**src/rtl/core/gmms_pkg.sv**
```systemverilog
// gmms_pkg: shared widths, codes and item types of the median smoother
// no dependencies; used by the interfaces, the cell row and the top level
`default_nettype none

package gmms_pkg;

  // field widths
  localparam int DATA_W     = 32;
  localparam int SCAN_W     = 10;
  localparam int REJ_W      = 16;
  localparam int CFG_IDX_W  = 2;
  localparam int WINDOW_DEF = 5;

  localparam logic [REJ_W-1:0]  REJ_MAX   = '1;
  localparam logic [DATA_W-1:0] LIMIT_RST = '1;

  // result grade
  typedef enum logic [1:0] {
    Q_OK         = 2'd0,
    Q_LOW_SCAN   = 2'd1,
    Q_HIGH_SIGMA = 2'd2,
    Q_JUMP       = 2'd3
  } quality_t;

  // register indexes
  typedef enum logic [CFG_IDX_W-1:0] {
    REG_MIN_SCAN  = 2'd0,
    REG_MAX_SIGMA = 2'd1,
    REG_MAX_JUMP  = 2'd2
  } cfg_reg_t;

  // input item
  typedef struct packed {
    logic [DATA_W-1:0] pixel_dist;
    logic [DATA_W-1:0] world_dist;
    logic              world_valid;
    logic [DATA_W-1:0] sigma;
    logic              sigma_known;
    logic [SCAN_W-1:0] scan_count;
  } item_t;

  // graded item between the check stage and the output stage
  typedef struct packed {
    quality_t          quality;
    logic [DATA_W-1:0] pixel_raw;
    logic [DATA_W-1:0] world_raw;
    logic              world_valid;
    logic [DATA_W-1:0] jump;
    logic [REJ_W-1:0]  reject_run;
  } graded_t;

  // result item
  typedef struct packed {
    quality_t          quality;
    logic [DATA_W-1:0] pixel_out;
    logic [DATA_W-1:0] world_out;
    logic              world_out_valid;
    logic [DATA_W-1:0] jump_amount;
    logic [REJ_W-1:0]  reject_run;
  } result_t;

  // push request into a window
  typedef struct packed {
    logic              push;
    logic [DATA_W-1:0] value;
  } push_t;

  // window status
  typedef struct packed {
    logic              empty;
    logic [DATA_W-1:0] median;
  } win_stat_t;

endpackage

`default_nettype wire

```
**src/rtl/core/gmms_ifs.sv**
```systemverilog
// gmms channel interfaces: input items, result items and register writes
// depends on gmms_pkg for field widths
`default_nettype none

interface gmms_in_if;
  logic                        valid;
  logic                        ready;
  logic [gmms_pkg::DATA_W-1:0] pixel_dist;
  logic [gmms_pkg::DATA_W-1:0] world_dist;
  logic                        world_valid;
  logic [gmms_pkg::DATA_W-1:0] sigma;
  logic                        sigma_known;
  logic [gmms_pkg::SCAN_W-1:0] scan_count;

  modport source (output valid, pixel_dist, world_dist, world_valid, sigma, sigma_known,
                  scan_count, input ready);
  modport sink (input valid, pixel_dist, world_dist, world_valid, sigma, sigma_known,
                scan_count, output ready);
endinterface

interface gmms_out_if;
  logic                        valid;
  logic                        ready;
  logic [1:0]                  quality;
  logic [gmms_pkg::DATA_W-1:0] pixel_out;
  logic [gmms_pkg::DATA_W-1:0] world_out;
  logic                        world_out_valid;
  logic [gmms_pkg::DATA_W-1:0] jump_amount;
  logic [gmms_pkg::REJ_W-1:0]  reject_run;

  modport source (output valid, quality, pixel_out, world_out, world_out_valid, jump_amount,
                  reject_run, input ready);
  modport sink (input valid, quality, pixel_out, world_out, world_out_valid, jump_amount,
                reject_run, output ready);
endinterface

interface gmms_cfg_if;
  logic                           valid;
  logic                           ready;
  logic [gmms_pkg::CFG_IDX_W-1:0] index;
  logic [gmms_pkg::DATA_W-1:0]    data;

  modport source (output valid, index, data, input ready);
  modport sink (input valid, index, data, output ready);
endinterface

`default_nettype wire

```
**src/rtl/core/gmms_cell.sv**
```systemverilog
// gmms_cell: one slot of a sorted sliding window, holding a value and its age
// depends on gmms_pkg; chained by gmms_window, exchanging data with both neighbours
`default_nettype none

module gmms_cell #(
  parameter int AGE_W  = 3,
  parameter int OLDEST = 4
) (
  input  wire logic                        clk,
  input  wire logic                        push,
  input  wire logic                        full,
  input  wire logic [gmms_pkg::DATA_W-1:0] ins_val,
  input  wire logic                        rem_valid,
  // from the left neighbour
  input  wire logic                        del_in,
  input  wire logic [gmms_pkg::DATA_W-1:0] prv_rem_val,
  input  wire logic [AGE_W-1:0]            prv_rem_age,
  input  wire logic                        prv_ge,
  // from the right neighbour
  input  wire logic [gmms_pkg::DATA_W-1:0] nbr_val,
  input  wire logic [AGE_W-1:0]            nbr_age,
  // to the neighbours
  output logic                             del_out,
  output logic [gmms_pkg::DATA_W-1:0]      rem_val,
  output logic [AGE_W-1:0]                 rem_age,
  output logic                             ge,
  output logic [gmms_pkg::DATA_W-1:0]      val,
  output logic [AGE_W-1:0]                 age
);

  logic [gmms_pkg::DATA_W-1:0] val_r, val_nxt;
  logic [AGE_W-1:0]            age_r, age_nxt;

  // the oldest entry leaves when the window is full; cells to its right move left
  assign del_out = del_in | (full && (age_r == AGE_W'(OLDEST)));
  assign rem_val = del_out ? nbr_val : val_r;
  assign rem_age = del_out ? nbr_age : age_r;

  // at or past the insertion point of the new value
  assign ge = !(rem_valid && (rem_val <= ins_val));

  // next contents: keep or take the right value, the new value, or the left value
  always_comb begin
    if (!ge) begin
      val_nxt = rem_val;
      age_nxt = rem_age + AGE_W'(1);
    end else if (prv_ge) begin
      val_nxt = prv_rem_val;
      age_nxt = prv_rem_age + AGE_W'(1);
    end else begin
      val_nxt = ins_val;
      age_nxt = '0;
    end
  end

  always_ff @(posedge clk) begin
    if (push) begin
      val_r <= val_nxt;
      age_r <= age_nxt;
    end
  end

  assign val = val_r;
  assign age = age_r;

endmodule

`default_nettype wire

```
**src/rtl/core/gmms_window.sv**
```systemverilog
// gmms_window: row of gmms_cell slots kept in ascending order, fill count and median tap
// depends on gmms_pkg and gmms_cell
`default_nettype none

module gmms_window #(
  parameter int WINDOW = gmms_pkg::WINDOW_DEF
) (
  input  wire logic              clk,
  input  wire logic              rst_n,
  input  wire gmms_pkg::push_t   req,
  output gmms_pkg::win_stat_t    stat
);

  localparam int FILL_W = $clog2(WINDOW + 1);
  localparam int IDX_W  = (WINDOW > 1) ? $clog2(WINDOW) : 1;

  logic [FILL_W-1:0] fill_r, fill_nxt;
  logic              full;
  logic [FILL_W-1:0] rem_cnt;

  logic [WINDOW:0]                del_c;
  logic [WINDOW:0]                ge_c;
  logic [gmms_pkg::DATA_W-1:0]    rem_val_c [WINDOW+1];
  logic [FILL_W-1:0]              rem_age_c [WINDOW+1];
  logic [gmms_pkg::DATA_W-1:0]    val_c     [WINDOW+1];
  logic [FILL_W-1:0]              age_c     [WINDOW+1];
  logic [WINDOW-1:0]              rem_valid;
  logic [WINDOW-1:0]              lo_hot, hi_hot;
  logic [FILL_W-1:0]              lo_pos, hi_pos;
  logic [gmms_pkg::DATA_W-1:0]    lo_val, hi_val;
  logic [gmms_pkg::DATA_W:0]      mid_sum;

  assign full    = (fill_r == FILL_W'(WINDOW));
  assign rem_cnt = full ? FILL_W'(WINDOW - 1) : fill_r;

  // chain ends
  assign del_c[0]         = 1'b0;
  assign ge_c[0]          = 1'b0;
  assign rem_val_c[0]     = '0;
  assign rem_age_c[0]     = '0;
  assign val_c[WINDOW]    = '0;
  assign age_c[WINDOW]    = '0;

  // cell row
  for (genvar i = 0; i < WINDOW; i++) begin : g_cell
    assign rem_valid[i] = (FILL_W'(i) < rem_cnt);
    assign lo_hot[i]    = (lo_pos[IDX_W-1:0] == IDX_W'(i));
    assign hi_hot[i]    = (hi_pos[IDX_W-1:0] == IDX_W'(i));

    gmms_cell #(
      .AGE_W  (FILL_W),
      .OLDEST (WINDOW - 1)
    ) u_cell (
      .clk         (clk),
      .push        (req.push),
      .full        (full),
      .ins_val     (req.value),
      .rem_valid   (rem_valid[i]),
      .del_in      (del_c[i]),
      .prv_rem_val (rem_val_c[i]),
      .prv_rem_age (rem_age_c[i]),
      .prv_ge      (ge_c[i]),
      .nbr_val     (val_c[i+1]),
      .nbr_age     (age_c[i+1]),
      .del_out     (del_c[i+1]),
      .rem_val     (rem_val_c[i+1]),
      .rem_age     (rem_age_c[i+1]),
      .ge          (ge_c[i+1]),
      .val         (val_c[i]),
      .age         (age_c[i])
    );
  end

  // fill count
  assign fill_nxt = full ? fill_r : fill_r + FILL_W'(1);

  always_ff @(posedge clk) begin
    if (!rst_n) begin
      fill_r <= '0;
    end else if (req.push) begin
      fill_r <= fill_nxt;
    end
  end

  // middle taps: (n-1)/2 and n/2, equal for an odd count
  assign lo_pos = (fill_r - FILL_W'(1)) >> 1;
  assign hi_pos = fill_r >> 1;

  always_comb begin
    lo_val = '0;
    hi_val = '0;
    for (int k = 0; k < WINDOW; k++) begin
      if (lo_hot[k]) lo_val = lo_val | val_c[k];
      if (hi_hot[k]) hi_val = hi_val | val_c[k];
    end
  end

  // truncated mean of the two middle values
  assign mid_sum     = {1'b0, lo_val} + {1'b0, hi_val};
  assign stat.median = mid_sum[gmms_pkg::DATA_W:1];
  assign stat.empty  = (fill_r == '0);

endmodule

`default_nettype wire

```
**src/rtl/core/gated_median_measurement_smoother.sv**
```systemverilog
// gated_median_measurement_smoother: grades each item, keeps running medians, counts rejects
// Every item passes three register stages (s1, s2, s3) before its result is valid.
// Throughput: one item per cycle while the output is not stalled; the cell row takes one insert per
// cycle, so state from one item is ready for the grading of the next.
// Reset (synchronous, rst_n low): stage valids, fill counts, reject count and registers to
// their defaults; window contents are left as they are. Depends on gmms_pkg, gmms_ifs, gmms_window.
`default_nettype none

module gated_median_measurement_smoother #(
  parameter int WINDOW = gmms_pkg::WINDOW_DEF
) (
  input  wire logic   clk,
  input  wire logic   rst_n,
  gmms_in_if.sink     in_ch,
  gmms_out_if.source  out_ch,
  gmms_cfg_if.sink    cfg_ch
);

  // configuration registers
  logic [gmms_pkg::SCAN_W-1:0] min_scan_r;
  logic [gmms_pkg::DATA_W-1:0] max_sigma_r;
  logic [gmms_pkg::DATA_W-1:0] max_jump_r;

  // pipeline
  logic                 en;
  logic                 s1_v_r, s2_v_r, s3_v_r;
  gmms_pkg::item_t      s1_r, in_item;
  gmms_pkg::graded_t    s2_r, s2_nxt;
  gmms_pkg::result_t    s3_r, s3_nxt;
  logic [gmms_pkg::REJ_W-1:0] rej_r, rej_nxt;

  // grading
  logic                        low_scan, sigma_fail, jump_chk, jump_fail, ok;
  logic [gmms_pkg::DATA_W-1:0] diff;
  gmms_pkg::quality_t          qual;
  gmms_pkg::push_t             pix_req, wor_req;
  gmms_pkg::win_stat_t         pix_stat, wor_stat;

  // register writes, taken whenever out of reset
  assign cfg_ch.ready = rst_n;

  always_ff @(posedge clk) begin
    if (!rst_n) begin
      min_scan_r  <= '0;
      max_sigma_r <= gmms_pkg::LIMIT_RST;
      max_jump_r  <= gmms_pkg::LIMIT_RST;
    end else if (cfg_ch.valid) begin
      case (gmms_pkg::cfg_reg_t'(cfg_ch.index))
        gmms_pkg::REG_MIN_SCAN:  min_scan_r  <= cfg_ch.data[gmms_pkg::SCAN_W-1:0];
        gmms_pkg::REG_MAX_SIGMA: max_sigma_r <= cfg_ch.data;
        gmms_pkg::REG_MAX_JUMP:  max_jump_r  <= cfg_ch.data;
        default: ;
      endcase
    end
  end

  // whole pipeline moves when the output register is free or being taken
  assign en          = !s3_v_r || out_ch.ready;
  assign in_ch.ready = en && rst_n;

  assign in_item.pixel_dist  = in_ch.pixel_dist;
  assign in_item.world_dist  = in_ch.world_dist;
  assign in_item.world_valid = in_ch.world_valid;
  assign in_item.sigma       = in_ch.sigma;
  assign in_item.sigma_known = in_ch.sigma_known;
  assign in_item.scan_count  = in_ch.scan_count;

  // grading checks against the current world history
  assign low_scan   = (min_scan_r != '0) && (s1_r.scan_count < min_scan_r);
  assign sigma_fail = s1_r.sigma_known && (s1_r.sigma > max_sigma_r);
  assign jump_chk   = !wor_stat.empty && s1_r.world_valid;
  assign diff       = (s1_r.world_dist >= wor_stat.median) ?
                      (s1_r.world_dist - wor_stat.median) :
                      (wor_stat.median - s1_r.world_dist);
  assign jump_fail  = jump_chk && (diff > max_jump_r);

  always_comb begin
    if (low_scan) begin
      qual = gmms_pkg::Q_LOW_SCAN;
    end else if (sigma_fail) begin
      qual = gmms_pkg::Q_HIGH_SIGMA;
    end else if (jump_fail) begin
      qual = gmms_pkg::Q_JUMP;
    end else begin
      qual = gmms_pkg::Q_OK;
    end
  end

  assign ok = (qual == gmms_pkg::Q_OK);

  // reject run, saturating
  always_comb begin
    if (ok) begin
      rej_nxt = '0;
    end else if (rej_r == gmms_pkg::REJ_MAX) begin
      rej_nxt = rej_r;
    end else begin
      rej_nxt = rej_r + gmms_pkg::REJ_W'(1);
    end
  end

  // window pushes for accepted graded items
  assign pix_req.push  = en && s1_v_r && ok;
  assign pix_req.value = s1_r.pixel_dist;
  assign wor_req.push  = en && s1_v_r && ok && s1_r.world_valid;
  assign wor_req.value = s1_r.world_dist;

  gmms_window #(.WINDOW(WINDOW)) u_pix_win (
    .clk   (clk),
    .rst_n (rst_n),
    .req   (pix_req),
    .stat  (pix_stat)
  );

  gmms_window #(.WINDOW(WINDOW)) u_wor_win (
    .clk   (clk),
    .rst_n (rst_n),
    .req   (wor_req),
    .stat  (wor_stat)
  );

  // graded item
  always_comb begin
    s2_nxt.quality     = qual;
    s2_nxt.pixel_raw   = s1_r.pixel_dist;
    s2_nxt.world_raw   = s1_r.world_dist;
    s2_nxt.world_valid = s1_r.world_valid;
    s2_nxt.jump        = (!low_scan && !sigma_fail && jump_chk) ? diff : '0;
    s2_nxt.reject_run  = rej_nxt;
  end

  // result item: windows now hold the state left by the item in stage two
  always_comb begin
    s3_nxt.quality         = s2_r.quality;
    s3_nxt.pixel_out       = (s2_r.quality == gmms_pkg::Q_OK) ? pix_stat.median
                                                                : s2_r.pixel_raw;
    s3_nxt.world_out       = ((s2_r.quality == gmms_pkg::Q_OK) && s2_r.world_valid) ?
                             wor_stat.median : s2_r.world_raw;
    s3_nxt.world_out_valid = s2_r.world_valid;
    s3_nxt.jump_amount     = s2_r.jump;
    s3_nxt.reject_run      = s2_r.reject_run;
  end

  // stage valids and reject count
  always_ff @(posedge clk) begin
    if (!rst_n) begin
      s1_v_r <= 1'b0;
      s2_v_r <= 1'b0;
      s3_v_r <= 1'b0;
      rej_r  <= '0;
    end else if (en) begin
      s1_v_r <= in_ch.valid;
      s2_v_r <= s1_v_r;
      s3_v_r <= s2_v_r;
      if (s1_v_r) rej_r <= rej_nxt;
    end
  end

  // stage payloads
  always_ff @(posedge clk) begin
    if (en) begin
      s1_r <= in_item;
      s2_r <= s2_nxt;
      s3_r <= s3_nxt;
    end
  end

  // result port
  assign out_ch.valid           = s3_v_r;
  assign out_ch.quality         = s3_r.quality;
  assign out_ch.pixel_out       = s3_r.pixel_out;
  assign out_ch.world_out       = s3_r.world_out;
  assign out_ch.world_out_valid = s3_r.world_out_valid;
  assign out_ch.jump_amount     = s3_r.jump_amount;
  assign out_ch.reject_run      = s3_r.reject_run;

  // an ok item always leaves a cleared reject run
  a_ok_clears: assert property (@(posedge clk) disable iff (!rst_n)
    (s2_v_r && (s2_r.quality == gmms_pkg::Q_OK)) |-> (s2_r.reject_run == '0))
    else $error("ok item with nonzero reject run");

  // an ok item in stage two has left at least one value in the pixel window
  a_ok_filled: assert property (@(posedge clk) disable iff (!rst_n)
    (s2_v_r && (s2_r.quality == gmms_pkg::Q_OK)) |-> !pix_stat.empty)
    else $error("ok item left the pixel window empty");

  // items stopped before the jump check report no jump
  a_early_no_jump: assert property (@(posedge clk) disable iff (!rst_n)
    (s2_v_r && ((s2_r.quality == gmms_pkg::Q_LOW_SCAN) ||
                (s2_r.quality == gmms_pkg::Q_HIGH_SIGMA))) |-> (s2_r.jump == '0))
    else $error("jump reported for an item failing an earlier check");

  // world window only grows alongside the pixel window
  a_push_pair: assert property (@(posedge clk) disable iff (!rst_n)
    wor_req.push |-> pix_req.push)
    else $error("world push without pixel push");

  // a stalled result keeps the whole pipeline still
  a_stall_holds: assert property (@(posedge clk) disable iff (!rst_n)
    (out_ch.valid && !out_ch.ready) |=> (out_ch.valid && $stable(s2_r.reject_run)))
    else $error("pipeline moved during a stall");

endmodule

`default_nettype wire
```
**src/flat_wrapper.sv**
```systemverilog
// flat-port wrapper written by rule: the top's interface ports become plain ports
module gated_median_measurement_smoother_flat 
#(
  parameter int WINDOW = gmms_pkg::WINDOW_DEF
)
  (clk, rst_n, in_ch_valid, in_ch_pixel_dist, in_ch_world_dist, in_ch_world_valid, in_ch_sigma, in_ch_sigma_known, in_ch_scan_count, in_ch_ready, out_ch_valid, out_ch_quality, out_ch_pixel_out, out_ch_world_out, out_ch_world_out_valid, out_ch_jump_amount, out_ch_reject_run, out_ch_ready, cfg_ch_valid, cfg_ch_index, cfg_ch_data, cfg_ch_ready);
  gmms_in_if in_ch_i ();
  gmms_out_if out_ch_i ();
  gmms_cfg_if cfg_ch_i ();
  input  wire logic clk;
  input  wire logic rst_n;
  input wire logic [$bits(in_ch_i.valid)-1:0] in_ch_valid;
  input wire logic [$bits(in_ch_i.pixel_dist)-1:0] in_ch_pixel_dist;
  input wire logic [$bits(in_ch_i.world_dist)-1:0] in_ch_world_dist;
  input wire logic [$bits(in_ch_i.world_valid)-1:0] in_ch_world_valid;
  input wire logic [$bits(in_ch_i.sigma)-1:0] in_ch_sigma;
  input wire logic [$bits(in_ch_i.sigma_known)-1:0] in_ch_sigma_known;
  input wire logic [$bits(in_ch_i.scan_count)-1:0] in_ch_scan_count;
  output wire logic [$bits(in_ch_i.ready)-1:0] in_ch_ready;
  output wire logic [$bits(out_ch_i.valid)-1:0] out_ch_valid;
  output wire logic [$bits(out_ch_i.quality)-1:0] out_ch_quality;
  output wire logic [$bits(out_ch_i.pixel_out)-1:0] out_ch_pixel_out;
  output wire logic [$bits(out_ch_i.world_out)-1:0] out_ch_world_out;
  output wire logic [$bits(out_ch_i.world_out_valid)-1:0] out_ch_world_out_valid;
  output wire logic [$bits(out_ch_i.jump_amount)-1:0] out_ch_jump_amount;
  output wire logic [$bits(out_ch_i.reject_run)-1:0] out_ch_reject_run;
  input wire logic [$bits(out_ch_i.ready)-1:0] out_ch_ready;
  input wire logic [$bits(cfg_ch_i.valid)-1:0] cfg_ch_valid;
  input wire logic [$bits(cfg_ch_i.index)-1:0] cfg_ch_index;
  input wire logic [$bits(cfg_ch_i.data)-1:0] cfg_ch_data;
  output wire logic [$bits(cfg_ch_i.ready)-1:0] cfg_ch_ready;
  assign in_ch_i.valid = in_ch_valid;
  assign in_ch_i.pixel_dist = in_ch_pixel_dist;
  assign in_ch_i.world_dist = in_ch_world_dist;
  assign in_ch_i.world_valid = in_ch_world_valid;
  assign in_ch_i.sigma = in_ch_sigma;
  assign in_ch_i.sigma_known = in_ch_sigma_known;
  assign in_ch_i.scan_count = in_ch_scan_count;
  assign in_ch_ready = in_ch_i.ready;
  assign out_ch_valid = out_ch_i.valid;
  assign out_ch_quality = out_ch_i.quality;
  assign out_ch_pixel_out = out_ch_i.pixel_out;
  assign out_ch_world_out = out_ch_i.world_out;
  assign out_ch_world_out_valid = out_ch_i.world_out_valid;
  assign out_ch_jump_amount = out_ch_i.jump_amount;
  assign out_ch_reject_run = out_ch_i.reject_run;
  assign out_ch_i.ready = out_ch_ready;
  assign cfg_ch_i.valid = cfg_ch_valid;
  assign cfg_ch_i.index = cfg_ch_index;
  assign cfg_ch_i.data = cfg_ch_data;
  assign cfg_ch_ready = cfg_ch_i.ready;
  gated_median_measurement_smoother #(.WINDOW(WINDOW)) u_core (.clk(clk), .rst_n(rst_n), .in_ch(in_ch_i), .out_ch(out_ch_i), .cfg_ch(cfg_ch_i));
endmodule
```
**config.mk**
```make
export PLATFORM = sky130hd
export DESIGN_NAME = gated_median_measurement_smoother_flat
export DESIGN_NICKNAME = d
export VERILOG_FILES = /design/src/rtl/core/gmms_pkg.sv /design/src/rtl/core/gmms_ifs.sv /design/src/rtl/core/gmms_cell.sv /design/src/rtl/core/gmms_window.sv /design/src/rtl/core/gated_median_measurement_smoother.sv /design/src/flat_wrapper.sv
export SDC_FILE = /design/constraint.sdc
export NUM_CORES = 2
export LEC_CHECK = 0
export ABC_AREA = 1
export BUFFER_PORTS_ARGS = -buffer_cell sky130_fd_sc_hd__buf_2
export CAP_MARGIN = 20
export CORE_ASPECT_RATIO = 0.5
export CORE_MARGIN = 2
export CORE_UTILIZATION = 58
export DETAILED_ROUTE_END_ITERATION = 16
export PLACE_DENSITY = 0.88
export RECOVER_POWER = 25
export SKIP_LAST_GASP = 1
export SYNTH_ARGS = -nofsm -noshare
export SYNTH_HDL_FRONTEND = slang
export SYNTH_HIERARCHICAL = 1
export SYNTH_SLANG_ARGS = --single-unit
```
**constraint.sdc**
```tcl
create_clock -name clk -period 22.4 [get_ports clk]
set_input_delay 2.24 -clock clk [delete_from_list [all_inputs] [get_ports clk]]
set_output_delay 2.24 -clock clk [all_outputs]
set_load 0.02 [all_outputs]
```
==> results.yml <==
global_route:
  grt_pass1_vias: 52040
  grt_max_degree: 178
  use_met1_pct: 39.02
  grt_util_met3_pct: 5.501
  grt_pass1_wl_um: 272900
  gr-total-overflow: 0
  track_usage_pct: 31.22
  grt_busiest_layer: "met2"
  antenna_found_initial: 8
  gr-usage-met2_pct: 51.99
timing:
  setup_viol: 0
  final-max-slew-violation-count: 200
  finalCritPeriodShare_pct: 50.28
  finalHoldViolations: 0
  fmax_ghz: 0.08879
  slew_headroom_pct: -214.7
  min_period_ns: 11.26
  finalSetupTns_ns: 0
  rsz0062_at_grt: "false"
  finalClockSkew_ns: 0.04162
  tightest_slew_ns: 4.720
clock_tree:
  cts_tree: "yes"
  clockBufferDepth: 3
  cts_resized: 0
  cts_root_buf: "clkbuf_16"
  hold_buffers: 0
  clkLatencyLatePin_ns: 0.72
  cts_setup_buffers: 0
  path_clk_slew_ns: 0.07
  cts_buffers: 75
  cts.sinks: 787
  htreeDepth: 3
layout:
  drive_above_1_share_pct: 11.64
  fin_area_mm2: 0.06626
  fillers: 8539
  final_util_pct: 62.98
  seq_area_mm2: 0.02264
  multiInputGateArea_mm2: 0.03367
  stdcell_count: 9428
  syn_to_final_growth_pct: 7.612
  num-nets-final: 8636
place:
  place_congestion: 1.012
  port_buffers: 264
  hpwl_um: 127300
  place_area_mm2: 0.06370
  place_inst: 9280
hold_path:
  min_from: "u_core/s2_r[28]$_SDFFCE_PN0N_"
  min_path_type: "register to register"
worst_setup_path:
  cp_common_cell: "nand2_1"
  cp_slowest_stage_delay_ns: 0.95
  path_class: "register to register"
  r2r_start: "u_core/u_wor_win/fill_r[1]$_SDFFE_PN0P_"
  cp-start-kind: "register"
  crit_path_end_kind: "register"
  slowest_stage: "buf_4"
  setup.worst_path.start: "u_core/u_wor_win/fill_r[1]$_SDFFE_PN0P_"
  worstPathArrival_ns: 11.58
  cp_max_fo: 79
  cp_data_required_time_ns: 22.72
power:
  power.clock.fraction_pct: 23.0
  seqPwrFrac_pct: 32.1
  intPower_w: 0.003444
  pwr-share-comb_pct: 44.9
  power_switching_w: 0.002536
  p_sw_share_pct: 42.40
  cellPowerDensity_mw_per_mm2: 90.24
  max-vdd-ir-drop_uv: 61.96
  power.total_w: 0.005980
  p_leak_nw: 32.51
outcome:
  violations: "max-capacitance violations, max-slew violations"
  run_status: "finished, violations left"
routing:
  drt-pass1-iter-count: 10
  viasPerCell: 5.849
  drc: 0
  num_vias: 55140
  drt_iter0_markers: 6670
  ant_nets: 0
  wl_um: 175500
  wl_per_cell_um: 18.61
synthesis:
  synth.avg_cell_area_um2: 7.969
  syn_area_mm2: 0.06158
  synth_cells: 7727
  yosysWarnings: 6
die:
  dieArea_mm2: 0.1089
  floorplan.initialDensity_pct: 58.53
  die_w_um: 464.8
  rows: 84
  coreArea_mm2: 0.1052
  die_h_um: 234.4
  top_level_ports: 265
flow_run:
  drv_cap: 2
flip-flops by register name, indices dropped and copies added (netlist names), 15 cells and up:
register,cells
u_core/max_jump_r,32
u_core/max_sigma_r,32
u_core/out_ch.jump_amount,32
u_core/out_ch.pixel_out,32
u_core/out_ch.reject_run,16
u_core/out_ch.world_out,32
u_core/pix_req,32
u_core/rej_r,16
u_core/s1_r,76
u_core/s2_r,115
u_core/u_pix_win/g_cell.u_cell/age,15
u_core/u_pix_win/g_cell.u_cell/val,160
u_core/u_wor_win/g_cell.u_cell/age,15
u_core/u_wor_win/g_cell.u_cell/val,160
critical path, delay by kind of cell, from the launching register on:
| kind | cells | cell delay (ns) |
|---|---|---|
| and+or+nand+nor | 20 | 3.81 |
| AOI/OAI and AO/OA | 8 | 1.74 |
| buffers and inverters | 9 | 3.08 |
| xor gates and xnor gates | 1 | 0.21 |
| adders and majority gates | 4 | 1.33 |
| DFF | 1 | 0.49 |
layer usage:
| metal | routed length [um] | vias up |
|---|---|---|
| met3 | 17040 | 568 |
| met5 | 0 | - |
| met4 | 9620 | 0 |
| met1 | 68390 | 25460 |
| li1 | - | 26150 |
| met2 | 80440 | 2965 |
layout make-up:
| class | count | area share, % |
|---|---|---|
| Multi-Input combinational cell | 5720 | 50.82 |
| Timing Repair Buffer | 302 | 2.409 |
| Sequential cell | 787 | 34.17 |
| Clock buffer | 90 | 2.993 |
| Inverter | 1052 | 5.988 |
| Antenna cell | 8 | 0.03021 |
| Clock inverter | 50 | 0.9082 |
| Tap cell | 1419 | 2.679 |
through the flow:
stage,setup slack (ns),hold WS [ns]
global route,10.48,0.3922
finish,11.14,0.3886
CTS,11.35,0.3782
global placement,11.59,0.4012
detailed placement,11.40,0.4045
floorplan,3.244,0.4003
power by group through the flow:
stage | registers, W | clock network (W) | logic (W)
CTS | 0.00191 | 0.00139 | 0.00263
global route | 0.00193 | 0.00144 | 0.00298
finish | 0.00192 | 0.00138 | 0.00269
detailed placement | 0.00194 | 0 | 0.00260
global placement | 0.00194 | 0 | 0.00255
floorplan | 0.00200 | 0 | 0.00189
cell usage in the layout, fill, tap and decap left out, types with 77 or more instances in the layout:
| cell | n |
|---|---|
| dfxtp_1 | 97 |
| edfxtp_1 | 688 |
| xor2_1 | 77 |
| nand3_1 | 455 |
| mux2_2 | 302 |
| buf_2 | 248 |
| conb_1 | 148 |
| a21oi_1 | 473 |
| nand2_1 | 2133 |
| nor2_1 | 358 |
| ha_1 | 547 |
| o22ai_1 | 124 |
| o21ai_0 | 634 |
| inv_1 | 1039 |
worst paths after layout:
path | endpoint | slack (ns) | cells after the start
worst max-delay path | u_core/u_wor_win/g_cell[0].u_cell/val[24]$_DFFE_PP_ | 11.14 | 42
worst min-delay path | u_core/out_ch.jump_amount[12]$_DFFE_PN_ | 0.39 | 0
worst max register to register | u_core/u_wor_win/g_cell[0].u_cell/val[24]$_DFFE_PP_ | 11.14 | 42
worst min register to register | u_core/out_ch.jump_amount[12]$_DFFE_PN_ | 0.39 | 0
No activity file was read; power rests on OpenSTA's default activity.
